### src/hw/rtl/irpdt_pkg.sv
// Shared types, register indexes and reset values of the IR transmitter
package irpdt_pkg;

  localparam int unsigned CMD_WORD_W     = 32;
  localparam int unsigned COMMAND_BITS_D = 32;
  localparam int unsigned LEN_W          = 16;
  localparam int unsigned GAP_W          = 18;
  localparam int unsigned CFG_IDX_W      = 3;

  localparam logic [LEN_W-1:0] RST_CARRIER_HALF = 16'd53;
  localparam logic [LEN_W-1:0] RST_HDR_MARK     = 16'd18000;
  localparam logic [LEN_W-1:0] RST_HDR_SPACE    = 16'd18000;
  localparam logic [LEN_W-1:0] RST_BIT_MARK     = 16'd2240;
  localparam logic [LEN_W-1:0] RST_ONE_SPACE    = 16'd6760;
  localparam logic [LEN_W-1:0] RST_ZERO_SPACE   = 16'd2240;
  localparam logic [GAP_W-1:0] RST_STOP_GAP     = 18'd200000;

  // Configuration register indexes
  typedef enum logic [CFG_IDX_W-1:0] {
    REG_CARRIER_HALF = 3'd0,
    REG_HDR_MARK     = 3'd1,
    REG_HDR_SPACE    = 3'd2,
    REG_BIT_MARK     = 3'd3,
    REG_ONE_SPACE    = 3'd4,
    REG_ZERO_SPACE   = 3'd5,
    REG_STOP_GAP     = 3'd6
  } cfg_reg_t;

  // Frame phases
  typedef enum logic [2:0] {
    PH_IDLE        = 3'd0,
    PH_HDR_MARK    = 3'd1,
    PH_HDR_SPACE   = 3'd2,
    PH_BIT_MARK    = 3'd3,
    PH_BIT_SPACE   = 3'd4,
    PH_TRAIL_MARK  = 3'd5,
    PH_TRAIL_SPACE = 3'd6,
    PH_STOP        = 3'd7
  } phase_t;

  typedef struct packed {
    logic [LEN_W-1:0] carrier_half;
    logic [LEN_W-1:0] hdr_mark;
    logic [LEN_W-1:0] hdr_space;
    logic [LEN_W-1:0] bit_mark;
    logic [LEN_W-1:0] one_space;
    logic [LEN_W-1:0] zero_space;
    logic [GAP_W-1:0] stop_gap;
  } cfg_t;

  typedef struct packed {
    logic ir_level;
    logic busy_res;
    logic frame_done;
    logic start_refused;
  } result_t;

  // Phases that drive the carrier
  function automatic logic is_mark(input phase_t ph);
    return (ph == PH_HDR_MARK) || (ph == PH_BIT_MARK) || (ph == PH_TRAIL_MARK);
  endfunction

endpackage

### src/hw/rtl/ir_pulse_distance_transmitter.sv
// Top level of the pulse-distance IR transmitter
//
//  channel | valid     | stall     | payload
//  --------+-----------+-----------+-----------------------------------------------
//  in      | in_valid  | in_stall  | in_opcode, in_command_word
//  out     | out_valid | out_stall | out_ir_level, out_busy_res, out_frame_done,
//          |           |           | out_start_refused
//  cfg     | cfg_we    | -         | cfg_index, cfg_wdata
//
// One request per clock while in_stall is low; its result is registered in the output register.
// The sequencer state is updated in the cycle a request is taken, so requests
// can follow each other in every cycle.
// in_stall is high only in reset and while an untaken result sits in the output
// register and out_stall is high.
// Reset is synchronous; it clears sequencer and out_valid; config takes defaults.
module ir_pulse_distance_transmitter #(
  parameter int unsigned COMMAND_BITS = irpdt_pkg::COMMAND_BITS_D
) (
  input  logic                                clk,
  input  logic                                rst_n,
  input  logic                                in_valid,
  output logic                                in_stall,
  input  logic                                in_opcode,
  input  logic [irpdt_pkg::CMD_WORD_W-1:0]    in_command_word,
  output logic                                out_valid,
  input  logic                                out_stall,
  output logic                                out_ir_level,
  output logic                                out_busy_res,
  output logic                                out_frame_done,
  output logic                                out_start_refused,
  input  logic                                cfg_we,
  input  logic [irpdt_pkg::CFG_IDX_W-1:0]     cfg_index,
  input  logic [irpdt_pkg::GAP_W-1:0]         cfg_wdata
);

  irpdt_pkg::cfg_t    cfg;
  irpdt_pkg::result_t res;
  irpdt_pkg::result_t res_r;
  logic               out_valid_r, out_valid_nxt;
  logic               in_take;

  irpdt_cfg u_cfg (
    .clk       (clk),
    .rst_n     (rst_n),
    .cfg_we    (cfg_we),
    .cfg_index (cfg_index),
    .cfg_wdata (cfg_wdata),
    .cfg       (cfg)
  );

  // Input side stalls in reset and when the output register cannot drain
  assign in_stall = !rst_n || (out_valid_r && out_stall);
  assign in_take  = in_valid && !in_stall;

  irpdt_core #(
    .COMMAND_BITS (COMMAND_BITS)
  ) u_core (
    .clk          (clk),
    .rst_n        (rst_n),
    .step         (in_take),
    .opcode       (in_opcode),
    .command_word (in_command_word),
    .cfg          (cfg),
    .res          (res)
  );

  // Output register
  always_comb begin
    out_valid_nxt = out_valid_r;
    if (in_take) begin
      out_valid_nxt = 1'b1;
    end else if (!out_stall) begin
      out_valid_nxt = 1'b0;
    end
  end

  always_ff @(posedge clk) begin
    if (!rst_n) begin
      out_valid_r <= 1'b0;
    end else begin
      out_valid_r <= out_valid_nxt;
    end
  end

  always_ff @(posedge clk) begin
    if (in_take) begin
      res_r <= res;
    end
  end

  assign out_valid         = out_valid_r;
  assign out_ir_level      = res_r.ir_level;
  assign out_busy_res      = res_r.busy_res;
  assign out_frame_done    = res_r.frame_done;
  assign out_start_refused = res_r.start_refused;

endmodule

### src/hw/rtl/irpdt_cfg.sv
// Configuration register file of the IR transmitter
module irpdt_cfg (
  input  logic                                clk,
  input  logic                                rst_n,
  input  logic                                cfg_we,
  input  logic [irpdt_pkg::CFG_IDX_W-1:0]     cfg_index,
  input  logic [irpdt_pkg::GAP_W-1:0]         cfg_wdata,
  output irpdt_pkg::cfg_t                     cfg
);

  irpdt_pkg::cfg_t cfg_r;
  irpdt_pkg::cfg_t cfg_nxt;

  // Register decode; unknown indexes are dropped
  always_comb begin
    cfg_nxt = cfg_r;
    if (cfg_we) begin
      case (cfg_index)
        irpdt_pkg::REG_CARRIER_HALF: cfg_nxt.carrier_half = cfg_wdata[irpdt_pkg::LEN_W-1:0];
        irpdt_pkg::REG_HDR_MARK:     cfg_nxt.hdr_mark     = cfg_wdata[irpdt_pkg::LEN_W-1:0];
        irpdt_pkg::REG_HDR_SPACE:    cfg_nxt.hdr_space    = cfg_wdata[irpdt_pkg::LEN_W-1:0];
        irpdt_pkg::REG_BIT_MARK:     cfg_nxt.bit_mark     = cfg_wdata[irpdt_pkg::LEN_W-1:0];
        irpdt_pkg::REG_ONE_SPACE:    cfg_nxt.one_space    = cfg_wdata[irpdt_pkg::LEN_W-1:0];
        irpdt_pkg::REG_ZERO_SPACE:   cfg_nxt.zero_space   = cfg_wdata[irpdt_pkg::LEN_W-1:0];
        irpdt_pkg::REG_STOP_GAP:     cfg_nxt.stop_gap     = cfg_wdata;
        default: ;
      endcase
    end
  end

  always_ff @(posedge clk) begin
    if (!rst_n) begin
      cfg_r.carrier_half <= irpdt_pkg::RST_CARRIER_HALF;
      cfg_r.hdr_mark     <= irpdt_pkg::RST_HDR_MARK;
      cfg_r.hdr_space    <= irpdt_pkg::RST_HDR_SPACE;
      cfg_r.bit_mark     <= irpdt_pkg::RST_BIT_MARK;
      cfg_r.one_space    <= irpdt_pkg::RST_ONE_SPACE;
      cfg_r.zero_space   <= irpdt_pkg::RST_ZERO_SPACE;
      cfg_r.stop_gap     <= irpdt_pkg::RST_STOP_GAP;
    end else begin
      cfg_r <= cfg_nxt;
    end
  end

  assign cfg = cfg_r;

endmodule

### src/hw/rtl/irpdt_core.sv
// Frame sequencer: phase, bit and carrier counters, one request per cycle while step is high
module irpdt_core #(
  parameter int unsigned COMMAND_BITS = irpdt_pkg::COMMAND_BITS_D
) (
  input  logic                                clk,
  input  logic                                rst_n,
  input  logic                                step,
  input  logic                                opcode,
  input  logic [irpdt_pkg::CMD_WORD_W-1:0]    command_word,
  input  irpdt_pkg::cfg_t                     cfg,
  output irpdt_pkg::result_t                  res
);

  localparam int unsigned BL_W = $clog2(COMMAND_BITS + 1);
  localparam logic [BL_W-1:0] BITS_FULL = BL_W'(COMMAND_BITS);
  localparam int unsigned LEN_W = irpdt_pkg::LEN_W;
  localparam int unsigned GAP_W = irpdt_pkg::GAP_W;

  irpdt_pkg::phase_t          phase_r, phase_nxt;
  logic [BL_W-1:0]            bits_left_r, bits_left_nxt;
  logic [COMMAND_BITS-1:0]    shift_r, shift_nxt;
  logic [GAP_W-1:0]           phase_cnt_r, phase_cnt_nxt;
  logic [LEN_W-1:0]           carr_cnt_r, carr_cnt_nxt;
  logic                       carr_lvl_r, carr_lvl_nxt;

  logic                       start;
  logic                       active;
  logic                       cur_bit;
  logic [GAP_W-1:0]           len_raw;
  logic [GAP_W-1:0]           len_eff;
  logic [GAP_W:0]             phase_cnt_inc;
  logic                       phase_end;
  logic [LEN_W-1:0]           half_eff;
  logic [LEN_W:0]             carr_cnt_inc;
  logic                       carr_wrap;
  logic [BL_W-1:0]            bits_dec;
  irpdt_pkg::phase_t          ph_after;

  assign start   = opcode;
  assign active  = (phase_r != irpdt_pkg::PH_IDLE);
  // Bits go out MSB first, so the current bit sits at the top
  assign cur_bit = (bits_left_r != '0) && shift_r[COMMAND_BITS-1];

  // Length of the running phase; zero counts as one tick
  always_comb begin
    case (phase_r)
      irpdt_pkg::PH_HDR_MARK:    len_raw = GAP_W'(cfg.hdr_mark);
      irpdt_pkg::PH_HDR_SPACE:   len_raw = GAP_W'(cfg.hdr_space);
      irpdt_pkg::PH_BIT_MARK:    len_raw = GAP_W'(cfg.bit_mark);
      irpdt_pkg::PH_BIT_SPACE:   len_raw = cur_bit ? GAP_W'(cfg.one_space)
                                                   : GAP_W'(cfg.zero_space);
      irpdt_pkg::PH_TRAIL_MARK:  len_raw = GAP_W'(cfg.bit_mark);
      irpdt_pkg::PH_TRAIL_SPACE: len_raw = GAP_W'(cfg.zero_space);
      irpdt_pkg::PH_STOP:        len_raw = cfg.stop_gap;
      default:                   len_raw = GAP_W'(1);
    endcase
  end

  assign len_eff       = (len_raw == '0) ? GAP_W'(1) : len_raw;
  assign phase_cnt_inc = {1'b0, phase_cnt_r} + (GAP_W+1)'(1);
  assign phase_end     = (phase_cnt_inc >= {1'b0, len_eff});

  // Carrier half-period counter
  assign half_eff     = (cfg.carrier_half == '0) ? LEN_W'(1) : cfg.carrier_half;
  assign carr_cnt_inc = {1'b0, carr_cnt_r} + (LEN_W+1)'(1);
  assign carr_wrap    = (carr_cnt_inc >= {1'b0, half_eff});

  assign bits_dec = (bits_left_r != '0) ? bits_left_r - BL_W'(1) : bits_left_r;

  // Phase that follows the running one
  always_comb begin
    case (phase_r)
      irpdt_pkg::PH_HDR_MARK:    ph_after = irpdt_pkg::PH_HDR_SPACE;
      irpdt_pkg::PH_HDR_SPACE:   ph_after = (bits_left_r != '0) ? irpdt_pkg::PH_BIT_MARK
                                                                : irpdt_pkg::PH_TRAIL_MARK;
      irpdt_pkg::PH_BIT_MARK:    ph_after = irpdt_pkg::PH_BIT_SPACE;
      irpdt_pkg::PH_BIT_SPACE:   ph_after = (bits_dec != '0) ? irpdt_pkg::PH_BIT_MARK
                                                             : irpdt_pkg::PH_TRAIL_MARK;
      irpdt_pkg::PH_TRAIL_MARK:  ph_after = irpdt_pkg::PH_TRAIL_SPACE;
      irpdt_pkg::PH_TRAIL_SPACE: ph_after = irpdt_pkg::PH_STOP;
      default:                   ph_after = irpdt_pkg::PH_IDLE;
    endcase
  end

  // Next state
  always_comb begin
    phase_nxt     = phase_r;
    bits_left_nxt = bits_left_r;
    shift_nxt     = shift_r;
    phase_cnt_nxt = phase_cnt_r;
    carr_cnt_nxt  = carr_cnt_r;
    carr_lvl_nxt  = carr_lvl_r;
    if (step) begin
      if (start) begin
        if (!active) begin
          shift_nxt     = COMMAND_BITS'(command_word);
          bits_left_nxt = BITS_FULL;
          phase_nxt     = irpdt_pkg::PH_HDR_MARK;
          phase_cnt_nxt = '0;
          carr_cnt_nxt  = '0;
          carr_lvl_nxt  = 1'b1;
        end
      end else if (active) begin
        if (irpdt_pkg::is_mark(phase_r)) begin
          carr_cnt_nxt = carr_wrap ? '0 : carr_cnt_inc[LEN_W-1:0];
          carr_lvl_nxt = carr_lvl_r ^ carr_wrap;
        end
        phase_cnt_nxt = phase_cnt_inc[GAP_W-1:0];
        if (phase_end) begin
          if (phase_r == irpdt_pkg::PH_BIT_SPACE) begin
            bits_left_nxt = bits_dec;
            shift_nxt     = shift_r << 1;
          end
          phase_nxt     = ph_after;
          phase_cnt_nxt = '0;
          carr_cnt_nxt  = '0;
          carr_lvl_nxt  = irpdt_pkg::is_mark(ph_after);
        end
      end
    end
  end

  // Result of the request
  always_comb begin
    res = '0;
    if (start) begin
      res.busy_res      = 1'b1;
      res.start_refused = active;
    end else if (active) begin
      res.busy_res   = 1'b1;
      res.ir_level   = irpdt_pkg::is_mark(phase_r) && carr_lvl_r;
      res.frame_done = phase_end && (phase_r == irpdt_pkg::PH_STOP);
    end
  end

  always_ff @(posedge clk) begin
    if (!rst_n) begin
      phase_r     <= irpdt_pkg::PH_IDLE;
      bits_left_r <= '0;
      shift_r     <= '0;
      phase_cnt_r <= '0;
      carr_cnt_r  <= '0;
      carr_lvl_r  <= 1'b0;
    end else begin
      phase_r     <= phase_nxt;
      bits_left_r <= bits_left_nxt;
      shift_r     <= shift_nxt;
      phase_cnt_r <= phase_cnt_nxt;
      carr_cnt_r  <= carr_cnt_nxt;
      carr_lvl_r  <= carr_lvl_nxt;
    end
  end

endmodule

### config.mk
export PLATFORM = sky130hd
export DESIGN_NAME = ir_pulse_distance_transmitter
export DESIGN_NICKNAME = d
export VERILOG_FILES = /design/src/hw/rtl/irpdt_pkg.sv /design/src/hw/rtl/ir_pulse_distance_transmitter.sv /design/src/hw/rtl/irpdt_cfg.sv /design/src/hw/rtl/irpdt_core.sv
export SDC_FILE = /design/constraint.sdc
export NUM_CORES = 1
export LEC_CHECK = 0
export BUFFER_PORTS_ARGS = -buffer_cell sky130_fd_sc_hd__buf_4
export CORE_AREA = 2 2 167 185
export CTS_BUF_LIST = sky130_fd_sc_hd__clkbuf_8
export DETAILED_ROUTE_END_ITERATION = 16
export DIE_AREA = 0 0 169 187
export SYNTH_ARGS = -nofsm -noshare
export SYNTH_HDL_FRONTEND = slang
export SYNTH_SLANG_ARGS = --single-unit
export TNS_END_PERCENT = 10
### constraint.sdc
create_clock -name clk -period 4.9 [get_ports clk]
set_clock_uncertainty 0.15 [all_clocks]
set_input_delay 0.735 -clock clk [delete_from_list [all_inputs] [get_ports clk]]
set_output_delay 0.735 -clock clk [all_outputs]
set_load 0.01 [all_outputs]
Word level (Yosys, flattened, before mapping) --
Index checks and enable logic that the tools add are counted. Widths: inputs -> output; s select.
Word-level totals: word-level logic and storage cells 118, output and inout port bits 6, input bits 59, bits in registers 195
Operators by class: equal/unequal tests 18, add/sub/neg operators 3, muxes and demuxes 40, bitwise gates (word level) 2, order comparisons 2, reduce and logical (&&, ||, !) cells 35
Operator list (number):
- $mux 32 | 5
- $mux 16 | 8
- $pmux 18 s6 | 1
- $mux 18 | 5
- $mux 6 | 6
- $eq 3x3->1 const B | 8
- $add 18x1->19 const B | 1
- $ge 19x18->1 | 1
- $logic_not 18->1 | 1
- $mux 3 | 6
- $pmux 3 s6 | 1
- $add 16x1->17 const B | 1
- $ge 17x16->1 | 1
- $logic_not 16->1 | 1
- $eq 3x2->1 const B | 5
- $reduce_and 2->1 | 7
- $reduce_bool 6->1 | 2
- $eq 3x1->1 const B | 3
- $reduce_and 4->1 | 2
- $mux 1 | 7
- $reduce_bool 2->1 | 3
- $reduce_bool 3->1 | 2
- $sub 6x1->6 const B | 1
- $logic_and 1x1->1 | 5
- other kinds (11) | 17

Logic depth before layout (Yosys ltp) --
depth in word-level cells 11, depth in mapped cells 20, mapped depth without buffers 17

Hierarchy --
From an unflattened synthesis, not the netlist that was laid out.
Second synthesis, totals: cells, all modules 1119, area, all modules 10385.0 um^2
By module, submodules not included:
- irpdt_core | area each 5843.1 um^2, sequential area each 1521.5 um^2, instances 1, cells an instance 691
- irpdt_cfg | area each 4376.7 um^2, sequential area each 2282.2 um^2, instances 1, cells an instance 418
- ir_pulse_distance_transmitter | area each 165.2 um^2, sequential area each 140.1 um^2, instances 1, cells an instance 10

Worst setup path before layout --
OpenSTA, ideal clock, no wires.
kind reg-to-reg, start register u_core.bits_left_r[3], end register u_core.carr_cnt_r[11], setup slack 1.009 ns, period minus slack after synthesis 3.891 ns, path buffers 3, library setup time 0.085 ns, data arrival time 3.655 ns, data required time 4.665 ns, stages on the path, launching flop included 15, cells stage by stage dfxtp_1 > buf_2 > or3_4 > o21ai_4 > buf_6 > mux2i_1 > o221a_2 > ha_1 > and4_1 > a2111oi_2 > o221a_2 > nand4_2 > or4_4 > buf_6 > o31ai_2
On the way: word-level cells in the longest chain between the ends 10, elaborated cells on any way between the ends 12, those cells by class order compare (1); mux (6); reduce/logical (5)
RTL lines:
- start, declared | line irpdt_core.sv:20 | logic [BL_W-1:0] bits_left_r, bits_left_nxt;
- start signal, assigned | line irpdt_core.sv:146 | bits_left_r <= bits_left_nxt;
- $reduce_bool 6->1 * | line irpdt_core.sv:42 | assign cur_bit = (bits_left_r != '0) && shift_r[COMMAND_BITS-1];
- $logic_and 1x1->1 * | line irpdt_core.sv:42
- $mux 16 * | line irpdt_core.sv:50 | irpdt_pkg::PH_BIT_SPACE: len_raw = cur_bit ? GAP_W'(cfg.one_space)
- $pmux 18 s6 * | line irpdt_core.sv:46 | case (phase_r)
- $logic_not 18->1 | line irpdt_core.sv:59 | assign len_eff = (len_raw == '0) ? GAP_W'(1) : len_raw;
- $mux 18 * | line irpdt_core.sv:59
- $ge 19x18->1 * | line irpdt_core.sv:61 | assign phase_end = (phase_cnt_inc >= {1'b0, len_eff});
- $mux 16 | line irpdt_core.sv:109 | if (phase_end) begin
- $mux 16 | line irpdt_core.sv:103 | end else if (active) begin
- $mux 16 | line irpdt_core.sv:94 | if (start) begin
- end signal, assigned | line irpdt_core.sv:149 | carr_cnt_r <= carr_cnt_nxt;
- end, declared | line irpdt_core.sv:23 | logic [LEN_W-1:0] carr_cnt_r, carr_cnt_nxt;
Every way passes the cells marked *; elsewhere a longest branch is shown, timed or not. The select of a mux whose other input is x is not followed. A chain may end at the register's enable or synchronous reset.

Worst setup path in the final report --
start register u_core.bits_left_r[0], end register u_core.bits_left_r[4]
On the way: word-level cells in the longest chain between the ends 9, elaborated cells on any way between the ends 15, those cells by class add/sub (1); order compare (1); mux (8); reduce/logical (5)
RTL lines (line):
- $reduce_bool 6->1 | irpdt_core.sv:42, irpdt_core.sv:68
- $logic_and 1x1->1 | irpdt_core.sv:42
- $mux 16 | irpdt_core.sv:50
- $pmux 18 s6 | irpdt_core.sv:46
- $logic_not 18->1 | irpdt_core.sv:59
- $mux 18 | irpdt_core.sv:59
- $ge 19x18->1 | irpdt_core.sv:61
- $reduce_bool 2->1 (no source line)
- $reduce_and 5->1 (no source line)
Parallel ways exist; a longest one is shown, timed or not. The select of a mux whose other input is x is not followed.

==> summary.txt <==
Final layout
  – Fillers: 3096
  – Final-stage net count: 1373
  – Antenna diodes: 0
  – Area Overhead vs Synth: 12.8%
  – Fin util: 0.385
  – Fraction of final layout cells sized beyond drive strength 1: 0.136

STA
  – Fmax: 0.226 GHz
  – Max-slew violations: 0
  – Final TNS setup: 0 ns
  – Hold_ws: 0.313 ns
  – Final critical-path required period: 4.43 ns
  – Final count of hold timing violations: 0
  – Slew margin rel.: 0.307
  – Worst Max-Slew Pin Slew: 1.03 ns
  – Final setup violation count: 0
  – Fin crit share: 0.904
  – RSZ-0062 raised after global routing: false
  – Final worst slack: 0.470 ns

Clocking
  – H-tree levels: 4
  – Worst-path clk slew: 0.11 ns
  – Skew-Pair Late Insertion Delay: 0.49 ns
  – Root Driver: clkbuf_8
  – Number of buffers created by CTS: 17
  – Hold-fix buffers at CTS: 0
  – CTS tree: built
  – # clock sinks: 195
  – Max clock buf depth: 2

Global route
  – Met3 usage: 0.0267
  – GRT overflow: 0
  – Grt peak-use layer: met2
  – All-Layer GR Usage: 0.179
  – Initial antenna violation count: 0
  – Met1 Use GR: 0.247
  – Vias in the first global route: 8483
  – Largest net degree at the start of global routing: 76
  – Grt met2 use: 0.276
  – First-pass GRT wire length: 45900 um

Pwr
  – Peak VDD IR: 0.136 mV
  – PwrDens: 268 mW/mm^2
  – P_leak: 4.47 nW

Floorplan
  – Die height: 187 um
  – Num ports: 65
  – Placeable Area: 0.0300 mm^2
  – Die X: 169 um
  – Row count: 67
  – Initial Util: 0.341
  – Die ar.: 0.0316 mm^2

Setup path
  – CP startpoint: u_core.bits_left_r[0]
  – Reg-to-reg startpoint: u_core.bits_left_r[0]
  – Reg2reg setup slack: 0.47 ns
  – Crit path required time: 5.15 ns
  – CP Capture Type: register
  – CP Max Fanout: 16
  – Crit path DAT: 4.68 ns
  – R2R cell count: 18
  – Crit path kind: reg -> reg
  – Critical Path Sink: u_core.bits_left_r[4]
  – Worst reg2reg endpoint: u_core.bits_left_r[4]
  – Crit start category: register

Job
  – Max cap viols: 0

Routing
  – Detailed-route via count: 8962
  – Avg Vias per Cell: 5.38
  – First drt pass iteration count: 5
  – Remaining antenna violation count: 0
  – Iter 0 DRT Violations: 715
  – DRC violations left: 0
  – WL final: 28100 um
  – Avg WL per Cell: 16.9 um

Yosys
  – Netlist Area Pre-Place: 0.0102 mm^2
  – Synth Instances: 1244
  – YS warnings: 0
  – Seq/Total Area, Yosys: 0.385
  – Post-synth EDFFs: 4
  – Flops & latches, synth: 195
  – Syn Area/Cell: 8.23 um^2
  – Prevailing post-synth register cell: dfxtp_1
  – Asr flop ratio synth: 0
  – Syn Nets: 1342
  – Yosys cell types: 76

Place
  – IO buf count: 64
  – Pre-CTS setup slack: 0.355 ns
  – Hpwl dp: 19400 um
  – Gpl congestion: 0.905

Min path
  – Worst min path class: reg -> reg
  – HP Start: u_cfg.cfg[7]
  – WHS Path Cells: 2

Status
  – Outcome: completed
[registers in the layout (all words and copies together) (netlist names)]
name,cells
out_busy_res,1
u_core.phase_r,3
out_frame_done,1
u_cfg.cfg,114
u_core.carr_cnt_r,16
u_core.carr_lvl_r,1
out_valid,1
u_core.shift_r,32
u_core.bits_left_r,6
out_start_refused,1
u_core.phase_cnt_r,18
out_ir_level,1
[synthesized netlist by cell type, types with 6 or more instances]
library cell  number  area [um^2]
a21boi_0          30          225
a32oi_1            8         70.1
buf_1              8         30.0
mux2_2            21          236
nand2_1          296         1110
o21ai_0           11         55.1
buf_2             13         65.1
nor4_1            12         75.1
nand4_1            9         56.3
nand3_1          105          526
and2_1             6         37.5
nand2b_1           6         37.5
a22o_1            15          131
clkbuf_1          52          195
xor2_1            16          140
a31oi_1            7         43.8
o221a_2           10          113
mux2i_1           54          541
nor2b_1           13         81.3
nand3b_1           7         52.6
dfxtp_1          191         3820
a21oi_1           78          390
and3_1            11         68.8
o211ai_1          10         75.1
ha_1              39          488
nor3_1            12         60.1
a22oi_1           14          105
nor2_1            27          101
xnor2_1           14          123
inv_1             25         93.8
o21ai_1           40          200
[worst min-delay path by stage]
stage / to
after global placement: u_cfg.cfg[3]
final: u_cfg.cfg[7]
after CTS: u_cfg.cfg[17]
after detailed placement: u_cfg.cfg[74]
after global routing: u_cfg.cfg[17]
after floorplan: u_cfg.cfg[1]
[report_power, final]
part           total, mW  internal [mW]  switching [mW]  leakage [nW]
sequential          1.65           1.62          0.0223          1.58
combinational      0.313          0.120           0.193          2.67
clock               1.14          0.445           0.690         0.219
total               3.09           2.19           0.905          4.47
[critical path: stages (launching register included)]
cell and delay [ns]:
dfxtp_1 0.37, inv_1 0.08, ha_1 0.27, nand2b_1 0.17, o21ai_4 0.18, buf_4 0.31, mux2i_1 0.12, o221a_2 0.29
and4_1 0.20, nand4_1 0.08, o221ai_1 0.15, ha_1 0.21, nand3b_1 0.14, a21oi_1 0.13, o211ai_1 0.19, a31oi_1 0.58
nand3_1 0.22, nor3_1 0.28, mux2i_1 0.22
[layout make-up]
type / count / area (um^2) / share of cell area
Clock inverter: 15 / 215 / 0.0186
Multi-Input combinational cell: 947 / 5910 / 0.512
Sequential cell: 195 / 3940 / 0.342
Timing Repair Buffer: 88 / 673 / 0.0583
Inverter: 26 / 97.6 / 0.00845
Clock buffer: 17 / 234 / 0.0203
Tap cell: 379 / 474 / 0.0411
[metal layers]
layer  vias to the layer above  part of all wire
met2                       256              0.44
met3                        38             0.056
met5                         -                 0
met4                         0             0.036
li1                       4494                 -
met1                      4174              0.47
[cells by family after synthesis]
kind of cell | Yosys count | share of synthesized area
buffers and inverters | 102 | 0.0412
xor gates and xnor gates | 30 | 0.0257
adders and majority gates | 39 | 0.0477
muxes | 76 | 0.0770
AOI/OAI and AO/OA | 277 | 0.189
DFF | 195 | 0.385
and+or+nand+nor | 525 | 0.234
[layout by cell type, fill, tap and decap left out, types with 17 or more instances in the layout]
| cell | count |
|---|---|
| a21boi_0 | 30 |
| a21oi_1 | 78 |
| buf_4 | 87 |
| clkbuf_8 | 17 |
| dfxtp_1 | 191 |
| ha_1 | 39 |
| inv_1 | 24 |
| mux2_2 | 21 |
| mux2i_1 | 54 |
| nand2_1 | 296 |
| nand3_1 | 105 |
| nor2_1 | 27 |
| o21ai_1 | 39 |
[timing repair]
action	in CTS	in global routing
endpoints found under the setup margin	0	16
hold endpoints to repair	0	0
setup buffers	0	2
resized for setup	0	2
[per-stage QoR]
step                      instance area (um^2)  power, mW  instances
final                                    11500       3.09       1667
after global routing                     11500       3.21       1667
after CTS                                11500       3.12       1665
after detailed placement                 11100       1.99       1633
after global placement                   11100       1.99       1633
after floorplan                          10200       1.87       1244
No activity file was read; power rests on OpenSTA's default activity.
